===== src/hdl/cutoff_tanimoto_similarity_unit_defines.svh =====
// Assertion macros shared by the similarity unit modules.
`ifndef CUTOFF_TANIMOTO_SIMILARITY_UNIT_DEFINES_SVH
`define CUTOFF_TANIMOTO_SIMILARITY_UNIT_DEFINES_SVH

`ifndef NO_ASSERTIONS

// Expression must hold at every clock edge out of reset.
`define CTSU_ASSERT_ALWAYS(label, clk, rst_n, expr) \
    label: assert property (@(posedge clk) disable iff (!rst_n) (expr)) \
        else $error("assertion failed");

// Consequent must hold in the same cycle as the antecedent.
`define CTSU_ASSERT_IMPLIES(label, clk, rst_n, ante, cons) \
    label: assert property (@(posedge clk) disable iff (!rst_n) (ante) |-> (cons)) \
        else $error("assertion failed");

// Consequent must hold in the cycle after the antecedent.
`define CTSU_ASSERT_NEXT(label, clk, rst_n, ante, cons) \
    label: assert property (@(posedge clk) disable iff (!rst_n) (ante) |=> (cons)) \
        else $error("assertion failed");

`else

`define CTSU_ASSERT_ALWAYS(label, clk, rst_n, expr)
`define CTSU_ASSERT_IMPLIES(label, clk, rst_n, ante, cons)
`define CTSU_ASSERT_NEXT(label, clk, rst_n, ante, cons)

`endif

`endif


===== src/hdl/ctsu_pkg.sv =====
`default_nettype none

package ctsu_pkg;

    // Saturation bound of both feature counts.
    localparam int MAX_FEATURES = 1024;

    // Field widths of the stream payload.
    localparam int VALUE_W  = 32;
    localparam int CUT_W    = 31;
    localparam int FRAC_W   = 16;
    localparam int SCORE_W  = FRAC_W + 1;
    localparam int IN_DATA_W  = ((2 * VALUE_W + CUT_W + 7) / 8) * 8;
    localparam int OUT_DATA_W = ((SCORE_W + 7) / 8) * 8;

    // Counter, denominator, dividend and step widths.
    localparam int CNT_W  = $clog2(MAX_FEATURES + 1);
    localparam int DEN_W  = CNT_W + 1;
    localparam int DVD_W  = CNT_W + FRAC_W;
    localparam int STEP_W = $clog2(DVD_W);

    // Difference of two values, and its compare width.
    localparam int DIFF_W = VALUE_W + 1;
    localparam int CMP_W  = VALUE_W + 2;

    // Pair queue between front and back.
    localparam int QUEUE_DEPTH = 4;
    localparam int QPTR_W      = $clog2(QUEUE_DEPTH);

    // Configuration register map.
    localparam int APB_ADDR_W = 3;
    localparam int APB_DATA_W = 32;
    localparam logic REG_IDX_MODE = 1'b0;

    // Similarity modes.
    localparam logic MODE_OVER_PRESENT = 1'b0;
    localparam logic MODE_TANIMOTO     = 1'b1;

    // Counts of one finished vector pair.
    typedef struct packed {
        logic             mode;
        logic [CNT_W-1:0] shared_cnt;
        logic [CNT_W-1:0] present_cnt;
    } pair_t;

    // Saturating count increment.
    function automatic logic [CNT_W-1:0] sat_inc(input logic [CNT_W-1:0] c);
        logic [CNT_W-1:0] lim;
        lim = CNT_W'(MAX_FEATURES);
        return (c < lim) ? c + 1'b1 : lim;
    endfunction

endpackage

`default_nettype wire


===== src/hdl/ctsu_front.sv =====
`default_nettype none

`include "cutoff_tanimoto_similarity_unit_defines.svh"

module ctsu_front
    import ctsu_pkg::*;
(
    input  wire logic               clk,
    input  wire logic               rst_n,
    input  wire logic               in_valid,
    output logic                    in_ready,
    input  wire logic [VALUE_W-1:0] value_a,
    input  wire logic [VALUE_W-1:0] value_b,
    input  wire logic [CUT_W-1:0]   cutoff,
    input  wire logic               last_feature,
    input  wire logic               mode,
    input  wire logic               q_full,
    output logic                    q_push,
    output pair_t                   q_push_data
);

    logic                     s1_valid_reg;
    logic                     s1_last_reg;
    logic                     s1_present_reg;
    logic signed [DIFF_W-1:0] s1_diff_reg;
    logic [CUT_W-1:0]         s1_cut_reg;
    logic [CNT_W-1:0]         shared_reg, shared_next;
    logic [CNT_W-1:0]         present_reg, present_next;

    logic                     in_fire;
    logic                     s1_fire;
    logic                     present_in;
    logic signed [DIFF_W-1:0] diff_in;
    logic signed [CMP_W-1:0]  diff_ext;
    logic signed [CMP_W-1:0]  cut_pos;
    logic signed [CMP_W-1:0]  cut_neg;
    logic                     shared_hit;
    logic [CNT_W-1:0]         shared_upd;
    logic [CNT_W-1:0]         present_upd;

    // Stage 0: presence test and signed difference.
    always_comb
    begin
        present_in = (value_a != '0) || (value_b != '0);
        diff_in    = DIFF_W'($signed(value_a)) - DIFF_W'($signed(value_b));
    end

    // The stage holds only when a pair ends and the queue has no room.
    assign s1_fire  = s1_valid_reg && !(s1_last_reg && q_full);
    assign in_ready = !s1_valid_reg || s1_fire;
    assign in_fire  = in_valid && in_ready;

    always_ff @(posedge clk or negedge rst_n)
    begin
        if (!rst_n)
        begin
            s1_valid_reg <= 1'b0;
        end
        else if (in_ready)
        begin
            s1_valid_reg <= in_fire;
        end
    end

    always_ff @(posedge clk)
    begin
        if (in_fire)
        begin
            s1_last_reg    <= last_feature;
            s1_present_reg <= present_in;
            s1_diff_reg    <= diff_in;
            s1_cut_reg     <= cutoff;
        end
    end

    // Stage 1: |a - b| < cutoff is the same as -cutoff < a - b < cutoff.
    always_comb
    begin
        diff_ext   = CMP_W'(s1_diff_reg);
        cut_pos    = $signed({{(CMP_W - CUT_W){1'b0}}, s1_cut_reg});
        cut_neg    = -cut_pos;
        shared_hit = s1_present_reg && (diff_ext < cut_pos) && (diff_ext > cut_neg);
    end

    // Count update; a pair's counts leave on its last feature.
    always_comb
    begin
        present_upd  = s1_present_reg ? sat_inc(present_reg) : present_reg;
        shared_upd   = shared_hit ? sat_inc(shared_reg) : shared_reg;
        present_next = present_reg;
        shared_next  = shared_reg;
        if (s1_fire)
        begin
            present_next = s1_last_reg ? '0 : present_upd;
            shared_next  = s1_last_reg ? '0 : shared_upd;
        end
    end

    assign q_push                  = s1_fire && s1_last_reg;
    assign q_push_data.mode        = mode;
    assign q_push_data.shared_cnt  = shared_upd;
    assign q_push_data.present_cnt = present_upd;

    always_ff @(posedge clk or negedge rst_n)
    begin
        if (!rst_n)
        begin
            shared_reg  <= '0;
            present_reg <= '0;
        end
        else
        begin
            shared_reg  <= shared_next;
            present_reg <= present_next;
        end
    end

    `CTSU_ASSERT_ALWAYS(a_shared_le_present, clk, rst_n, shared_reg <= present_reg)
    `CTSU_ASSERT_IMPLIES(a_push_not_full, clk, rst_n, q_push, !q_full)
    `CTSU_ASSERT_NEXT(a_counts_clear, clk, rst_n, q_push, (shared_reg == '0) && (present_reg == '0))

endmodule

`default_nettype wire


===== src/hdl/ctsu_queue.sv =====
`default_nettype none

module ctsu_queue
    import ctsu_pkg::*;
(
    input  wire logic  clk,
    input  wire logic  rst_n,
    input  wire logic  push,
    input  wire pair_t push_data,
    output logic       full,
    input  wire logic  pop,
    output pair_t      pop_data,
    output logic       empty
);

    pair_t             mem [QUEUE_DEPTH];
    logic [QPTR_W-1:0] wr_ptr_reg, wr_ptr_next;
    logic [QPTR_W-1:0] rd_ptr_reg, rd_ptr_next;
    logic [QPTR_W:0]   count_reg, count_next;
    logic              do_push;
    logic              do_pop;

    assign full     = (count_reg == (QPTR_W + 1)'(QUEUE_DEPTH));
    assign empty    = (count_reg == '0);
    assign do_push  = push && !full;
    assign do_pop   = pop && !empty;
    assign pop_data = mem[rd_ptr_reg];

    // Pointer and fill bookkeeping.
    always_comb
    begin
        wr_ptr_next = do_push ? wr_ptr_reg + 1'b1 : wr_ptr_reg;
        rd_ptr_next = do_pop ? rd_ptr_reg + 1'b1 : rd_ptr_reg;
        count_next  = count_reg;
        if (do_push && !do_pop)
        begin
            count_next = count_reg + 1'b1;
        end
        else if (do_pop && !do_push)
        begin
            count_next = count_reg - 1'b1;
        end
    end

    always_ff @(posedge clk or negedge rst_n)
    begin
        if (!rst_n)
        begin
            wr_ptr_reg <= '0;
            rd_ptr_reg <= '0;
            count_reg  <= '0;
        end
        else
        begin
            wr_ptr_reg <= wr_ptr_next;
            rd_ptr_reg <= rd_ptr_next;
            count_reg  <= count_next;
        end
    end

    // Entry storage.
    always_ff @(posedge clk)
    begin
        if (do_push)
        begin
            mem[wr_ptr_reg] <= push_data;
        end
    end

endmodule

`default_nettype wire


===== src/hdl/ctsu_back.sv =====
`default_nettype none

`include "cutoff_tanimoto_similarity_unit_defines.svh"

module ctsu_back
    import ctsu_pkg::*;
(
    input  wire logic                clk,
    input  wire logic                rst_n,
    input  wire logic                q_empty,
    input  wire pair_t               q_pop_data,
    output logic                     q_pop,
    output logic                     out_valid,
    input  wire logic                out_ready,
    output logic [SCORE_W-1:0]       score,
    output logic                     empty_pair
);

    typedef enum logic [1:0] {
        ST_IDLE,
        ST_DIVIDE,
        ST_FINISH
    } state_t;

    state_t             state_reg;
    logic [DVD_W-1:0]   dvd_reg;
    logic [DEN_W-1:0]   den_reg;
    logic [DEN_W-1:0]   rem_reg;
    logic [STEP_W-1:0]  step_reg;
    logic               empty_reg;
    logic               out_valid_reg;
    logic [SCORE_W-1:0] score_reg;
    logic               empty_pair_reg;

    logic [DEN_W-1:0]   den_in;
    logic [DEN_W:0]     rem_sh;
    logic [DEN_W:0]     rem_diff;
    logic               q_bit;
    logic [DEN_W-1:0]   rem_next;
    logic [DVD_W-1:0]   dvd_next;
    logic               out_free;

    // Denominator of the popped pair.
    always_comb
    begin
        if (q_pop_data.mode == MODE_TANIMOTO)
        begin
            den_in = {q_pop_data.present_cnt, 1'b0} - {1'b0, q_pop_data.shared_cnt};
        end
        else
        begin
            den_in = {1'b0, q_pop_data.present_cnt};
        end
    end

    // One restoring division step; the quotient shifts into the dividend.
    always_comb
    begin
        rem_sh   = {rem_reg, dvd_reg[DVD_W-1]};
        rem_diff = rem_sh - {1'b0, den_reg};
        q_bit    = (rem_sh >= {1'b0, den_reg});
        rem_next = q_bit ? rem_diff[DEN_W-1:0] : rem_sh[DEN_W-1:0];
        dvd_next = {dvd_reg[DVD_W-2:0], q_bit};
    end

    assign q_pop    = (state_reg == ST_IDLE) && !q_empty;
    assign out_free = !out_valid_reg || out_ready;

    // Sequencer with the registered result.
    always_ff @(posedge clk or negedge rst_n)
    begin
        if (!rst_n)
        begin
            state_reg      <= ST_IDLE;
            out_valid_reg  <= 1'b0;
            score_reg      <= '0;
            empty_pair_reg <= 1'b0;
        end
        else
        begin
            // A new result replaces a taken one; otherwise a taken result leaves.
            if ((state_reg == ST_FINISH) && out_free)
            begin
                out_valid_reg <= 1'b1;
            end
            else if (out_valid_reg && out_ready)
            begin
                out_valid_reg <= 1'b0;
            end
            unique case (state_reg)
                ST_IDLE:
                begin
                    if (!q_empty)
                    begin
                        state_reg <= (q_pop_data.present_cnt == '0) ? ST_FINISH : ST_DIVIDE;
                    end
                end
                ST_DIVIDE:
                begin
                    if (step_reg == STEP_W'(DVD_W - 1))
                    begin
                        state_reg <= ST_FINISH;
                    end
                end
                ST_FINISH:
                begin
                    if (out_free)
                    begin
                        score_reg      <= dvd_reg[SCORE_W-1:0];
                        empty_pair_reg <= empty_reg;
                        state_reg      <= ST_IDLE;
                    end
                end
                default:
                begin
                    state_reg <= ST_IDLE;
                end
            endcase
        end
    end

    // Division datapath.
    always_ff @(posedge clk)
    begin
        unique case (state_reg)
            ST_IDLE:
            begin
                dvd_reg   <= (q_pop_data.present_cnt == '0)
                           ? '0 : {q_pop_data.shared_cnt, {FRAC_W{1'b0}}};
                den_reg   <= den_in;
                rem_reg   <= '0;
                step_reg  <= '0;
                empty_reg <= (q_pop_data.present_cnt == '0);
            end
            ST_DIVIDE:
            begin
                dvd_reg  <= dvd_next;
                rem_reg  <= rem_next;
                step_reg <= step_reg + 1'b1;
            end
            default:
            begin
                rem_reg <= rem_reg;
            end
        endcase
    end

    assign out_valid  = out_valid_reg;
    assign score      = score_reg;
    assign empty_pair = empty_pair_reg;

    `CTSU_ASSERT_IMPLIES(a_den_nonzero, clk, rst_n, state_reg == ST_DIVIDE, den_reg != '0)
    `CTSU_ASSERT_IMPLIES(a_empty_zero, clk, rst_n, out_valid_reg && empty_pair_reg, score_reg == '0)
    `CTSU_ASSERT_IMPLIES(a_score_range, clk, rst_n, out_valid_reg, score_reg <= SCORE_W'(1 << FRAC_W))

endmodule

`default_nettype wire


===== src/hdl/cutoff_tanimoto_similarity_unit.sv =====
`default_nettype none

// Thresholded Tanimoto or shared-over-present similarity of two feature vectors
// that stream in one element per transaction (value_a in tdata bits 31:0,
// value_b in 63:32, cutoff in 94:64, tlast on the final element). The front
// end takes one element per clock unless a pair ends while the queue is full,
// and keeps saturating shared and present counts; at the last element it
// pushes the pair's counts into a four-entry queue. The back end divides one
// pair at a time with a restoring divider that produces one quotient bit per
// clock. Short pairs are limited by the divider once the queue fills. An empty
// pair skips the division and goes straight to the finish state. The mode
// register sits at APB address 0 and is sampled when a pair completes.

module cutoff_tanimoto_similarity_unit
    import ctsu_pkg::*;
(
    input  wire logic                  clk,
    input  wire logic                  rst_n,

    // Configuration port.
    input  wire logic                  psel,
    input  wire logic                  penable,
    input  wire logic                  pwrite,
    input  wire logic [APB_ADDR_W-1:0] paddr,
    input  wire logic [APB_DATA_W-1:0] pwdata,
    output logic [APB_DATA_W-1:0]      prdata,
    output logic                       pready,

    // Feature stream.
    input  wire logic                  s_tvalid,
    output logic                       s_tready,
    input  wire logic [IN_DATA_W-1:0]  s_tdata,  // value_a, value_b, cutoff, zero fill
    input  wire logic                  s_tlast,  // last_feature

    // Score stream.
    output logic                       m_tvalid,
    input  wire logic                  m_tready,
    output logic [OUT_DATA_W-1:0]      m_tdata,  // score, zero fill
    output logic                       m_tuser   // empty_pair
);

    logic               mode_reg;
    logic               cfg_write;
    logic               q_full;
    logic               q_empty;
    logic               q_push;
    logic               q_pop;
    pair_t              q_push_data;
    pair_t              q_pop_data;
    logic [SCORE_W-1:0] score;

    // Mode register write and read-back.
    assign pready    = 1'b1;
    assign cfg_write = psel && penable && pwrite && pready && (paddr[2] == REG_IDX_MODE);
    assign prdata    = (paddr[2] == REG_IDX_MODE) ? {{(APB_DATA_W - 1){1'b0}}, mode_reg} : '0;

    always_ff @(posedge clk or negedge rst_n)
    begin
        if (!rst_n)
        begin
            mode_reg <= MODE_OVER_PRESENT;
        end
        else if (cfg_write)
        begin
            mode_reg <= pwdata[0];
        end
    end

    ctsu_front u_front
    (
        .clk          (clk),
        .rst_n        (rst_n),
        .in_valid     (s_tvalid),
        .in_ready     (s_tready),
        .value_a      (s_tdata[VALUE_W-1:0]),
        .value_b      (s_tdata[2*VALUE_W-1:VALUE_W]),
        .cutoff       (s_tdata[2*VALUE_W+CUT_W-1:2*VALUE_W]),
        .last_feature (s_tlast),
        .mode         (mode_reg),
        .q_full       (q_full),
        .q_push       (q_push),
        .q_push_data  (q_push_data)
    );

    ctsu_queue u_queue
    (
        .clk       (clk),
        .rst_n     (rst_n),
        .push      (q_push),
        .push_data (q_push_data),
        .full      (q_full),
        .pop       (q_pop),
        .pop_data  (q_pop_data),
        .empty     (q_empty)
    );

    ctsu_back u_back
    (
        .clk        (clk),
        .rst_n      (rst_n),
        .q_empty    (q_empty),
        .q_pop_data (q_pop_data),
        .q_pop      (q_pop),
        .out_valid  (m_tvalid),
        .out_ready  (m_tready),
        .score      (score),
        .empty_pair (m_tuser)
    );

    assign m_tdata = {{(OUT_DATA_W - SCORE_W){1'b0}}, score};

endmodule

`default_nettype wire


===== config.mk =====
export PLATFORM = sky130hd
export DESIGN_NAME = cutoff_tanimoto_similarity_unit
export DESIGN_NICKNAME = d
export VERILOG_FILES = /design/src/hdl/ctsu_pkg.sv /design/src/hdl/ctsu_front.sv /design/src/hdl/ctsu_queue.sv /design/src/hdl/ctsu_back.sv /design/src/hdl/cutoff_tanimoto_similarity_unit.sv
export VERILOG_INCLUDE_DIRS = /design/src /design/src/hdl
export SDC_FILE = /design/constraint.sdc
export NUM_CORES = 1
export LEC_CHECK = 0
export ABC_AREA = 1
export BUFFER_PORTS_ARGS = -buffer_cell sky130_fd_sc_hd__buf_2
export CORE_MARGIN = 2
export CORE_UTILIZATION = 54
export CTS_CLUSTER_SIZE = 30
export DETAILED_ROUTE_END_ITERATION = 12
export PLACE_DENSITY = 0.77
export SYNTH_ARGS = -nofsm -noshare
export SYNTH_HDL_FRONTEND = slang
export SYNTH_SLANG_ARGS = --single-unit

===== constraint.sdc =====
create_clock -name clk -period 3.5 [get_ports clk]
set_clock_uncertainty 0.1 [all_clocks]
set_input_delay 0.525 -clock clk [delete_from_list [all_inputs] [get_ports clk]]
set_output_delay 0.525 -clock clk [all_outputs]
set_load 0.1 [all_outputs]

==> reports/results.ini <==
[logic_synthesis]
yosys.area_share.simple=0.195
post_synth_most_frequent_cells=nand2_1 (381), inv_1 (250), edfxtp_1 (215)
synth_sequential_area_ratio=0.473
yosysUniqueCellTypes=55
synth_top_cells_by_area=edfxtp_1 (39%), ha_1 (9.8%), nand2_1 (8.7%), dfrtp_1 (7.9%), inv_1 (5.7%)
synth_flop_cell=edfxtp_1
synth-warning-count=0
synth_area_leader_cell=edfxtp_1
ys_seq_elements=267
largest_family_of_logic_cells_by_synthesized_area=simple AND/OR/NAND/NOR gates
post_synthesis_adder_cell_area_fraction=0.103
fraction_of_the_mapped_netlist_area_in_compound_gates=0.0994
avgSynthCellArea_sq_um=8.94
synthesis.area_sq_um=16400
post_synth_xor_area_fraction=0.0401
synth_edf_count=215
synth_most_common_cell=nand2_1
asyncSetResetFlopFracSynth=0.195
synth.area.mux_share=0.00137
yosys.area.top_type_share=0.394
netlist_instances=1834

[layout]
layout.filler_cells=2380
finalCoreUtilization=0.642
largest_register_ffs=92
nets=2318
synthToLayoutAreaGrowth_pct=16.6
drive_above_1_share=0.164
antenna_cells_inserted=0
final_cell_area_sq_um=19100

[clocking]
clk_root_buffer_cell=clkbuf_16
worst_setup_hold_path_clk_slew_ps=60
cts_buffers=27
cts_tree=yes
clkLatencyLatePin_ps=550
ctsLongestPathBuffers=3
clock_sinks=267
ctsHtreeMaxLevel=1

[critical_path]
cpLargestDelayFamily=simple AND/OR/NAND/NOR gates
worstRegToRegCells=22
worst-path-buf-inv=3
r2r_end=u_queue.mem[2][18]
timing.critical_path.fanout_max=5
critical_path_cell_by_cell=inv_2 > ha_4 > nand3_4 > nor2_4 > nand4_1 > or3_4 > nor2_4 > nand3_2 > xor2_1 > ha_1 > nand2_1 > nor2_2 > nand2_2 > buf_4 > a21oi_2 > nor2_2 > nand2_1 > nand2_2 > nand2_4 > buf_6 > nand3_2 > and2_4
classification_of_the_worst_setup_path=flop to flop
slowest_delay_ps=430
crit-reg2reg-launch=u_front.s1_cut_reg[0]
arrival_ps=3970
critical_path_required_ps=3700
critPathSlowestCell=or3_4
worstSetupEndpointType=flop
startpoint_type=flop
rrSetupSlack_ps=-270

[sta]
worst_slew_margin_rel=0.336
setup_viol=55
finalCritPeriodShare=1.08
final_max_slew_viol_count=0
max_slew.worst_pin.slew_ps=994
final_hold_viol_count=0
max_freq_mhz=265
post-route-worst-setup-slack_ps=-268
hold-worst-slack_ps=51.3
layout_min_cycle_time_ps=3770
rsz0062_at_grt=true

[grt]
antenna_found_initial=0
pin_count_of_the_biggest_net_entering_global_routing=47
number_of_global_route_vias_before_repair=12826
grt_pass1_wl_mm=59.6
track_usage=0.231
grt-ovfl-total=0

[floorplan]
die-area_sq_um=31800
die_height_microns=178
start_util=0.550
core_area_sq_um=29800
ioPinCount=199
die_x_microns=178
fp-row-count=63

[drt]
avgViaCountPerCell=5.28
wirelength_mm=36.7
routed_wire_length_per_instance_microns=14.9
dr_pass1_iterations=8
remaining_drc_errors=0
ant_nets=0
dr_total_vias=12982
dr.first_iter.drc_count=847

[min_path]
min_delay_worst_endpoint=u_front.s1_cut_reg[28]
hold_path_depth=1
hold_path_startpoint=s_tdata[92]
worstHoldPathType=input port to flop

[outcome]
violated_checks=setup timing
outcome=complete, but fails checks

[placement]
gp_congestion=0.914
detailed_placer_s_ending_hpwl_mm=27.2
placedInstanceArea_sq_um=17800
buffer_ports.inserted=125

[power_and_ir_drop]
power-per-cell-area_nw_per_um2=801
irDropWorstVdd_uv=480
leakage_nw=8.88

[run]
maxCapViolations=0

[cells in the final DEF, fill, tap and decap left out, types with 4 or more instances in the layout]
master / instances
o22ai_1: 8
nor3_1: 18
o21ai_0: 94
a32o_1: 14
ha_1: 126
nor2_1: 168
buf_4: 88
nor2_4: 8
inv_1: 248
a21o_1: 12
edfxtp_1: 215
nand3_2: 17
nor2_2: 9
clkbuf_16: 27
clkinv_2: 4
nand3b_1: 6
a31oi_1: 6
a21oi_1: 106
bufinv_16: 5
inv_2: 7
dfrtp_1: 52
o21bai_1: 8
clkinv_1: 7
nand4_1: 21
conb_1: 39
nor4_1: 17
nand3_1: 76
xor2_1: 55
buf_6: 4
xnor2_1: 20
clkbuf_1: 5
nand2_2: 7
fa_1: 4
nand2_1: 374
a22o_1: 10
and2_4: 10
buf_2: 125
[report_power, final]
group | internal, mW | switching (mW) | total, mW | leakage, nW
registers | 4.60 | 0.404 | 5.00 | 2.78
logic | 2.45 | 4.88 | 7.33 | 5.66
clock network | 1.78 | 1.20 | 2.98 | 0.443
[final cells by class]
| type | count | area [sq um] | area share |
|---|---|---|---|
| inverter | 257 | 967 | 0.0506 |
| timing repair buffer | 219 | 1360 | 0.0712 |
| clock inverter | 18 | 218 | 0.0114 |
| clock buffer | 32 | 694 | 0.0363 |
| sequential | 267 | 7760 | 0.406 |
| multi-input combinational | 1275 | 7630 | 0.399 |
| tap | 390 | 488 | 0.0255 |
[how the worst max path moves through the flow]
| stage | startpoint | endpoint | slack (ps) | cells after the start |
|---|---|---|---|---|
| 4_1_cts | u_front.s1_cut_reg[0] | u_queue.mem[2][18] | -220 | 23 |
| 5_1_grt | u_front.s1_cut_reg[0] | u_queue.mem[3][20] | -570 | 26 |
| 3_3_place_gp | u_front.s1_cut_reg[0] | u_queue.mem[3][12] | -430 | 23 |
| 6_report | u_front.s1_cut_reg[0] | u_queue.mem[2][18] | -270 | 22 |
| 2_1_floorplan | u_front.s1_cut_reg[0] | u_queue.mem[0][12] | 20 | 23 |
| 3_5_place_dp | u_front.s1_cut_reg[0] | u_queue.mem[2][13] | -520 | 22 |
[repair_timing]
action                     in CTS  in global routing
pin swaps                      17                 15
hold endpoints to repair       26                  0
gates resized for setup        32                 40
setup buffers                   7                  6
hold buffers                    1                  0
setup endpoints to repair      55                 55
[worst register-to-register path: cells and delay by family (launching register included)]
| kind | cells | cell delay [ps] |
|---|---|---|
| AO/OA/AOI/OAI | 1 | 120 |
| flip-flops | 1 | 400 |
| AND/OR/NAND/NOR | 15 | 2000 |
| adder cells (fa/ha/maj) | 2 | 430 |
| buffers and inverters | 3 | 360 |
| XOR/XNOR | 1 | 150 |
[metal layers]
metal	up-vias	GRT usage	wire length, microns
met5	-	0	0
met4	0	0.0915	1270
met3	103	0.0269	1540
met1	5995	0.264	14900
met2	365	0.437	19000
li1	6519	-	-
[cell families after synthesis]
family          Yosys count
compound gates          280
xor+xnor                 75
fa+ha+maj               132
buf+inv                 329
flops                   267
mux                       2
other cells               2
simple gates            747
[stage by stage]
stage               setup WS [ps]  total power [mW]  TNS [ps]  std cells
floorplan                    21.4              10.5         0       1871
CTS                          -218              15.3     -9560       2452
detailed placement           -521              12.2    -25640       2394
finish                       -268              15.3    -12200       2458
global route                 -568              16.4    -28820       2458
global placement             -427              11.9    -20090       2394
Power figures use the tool's default switching activity.
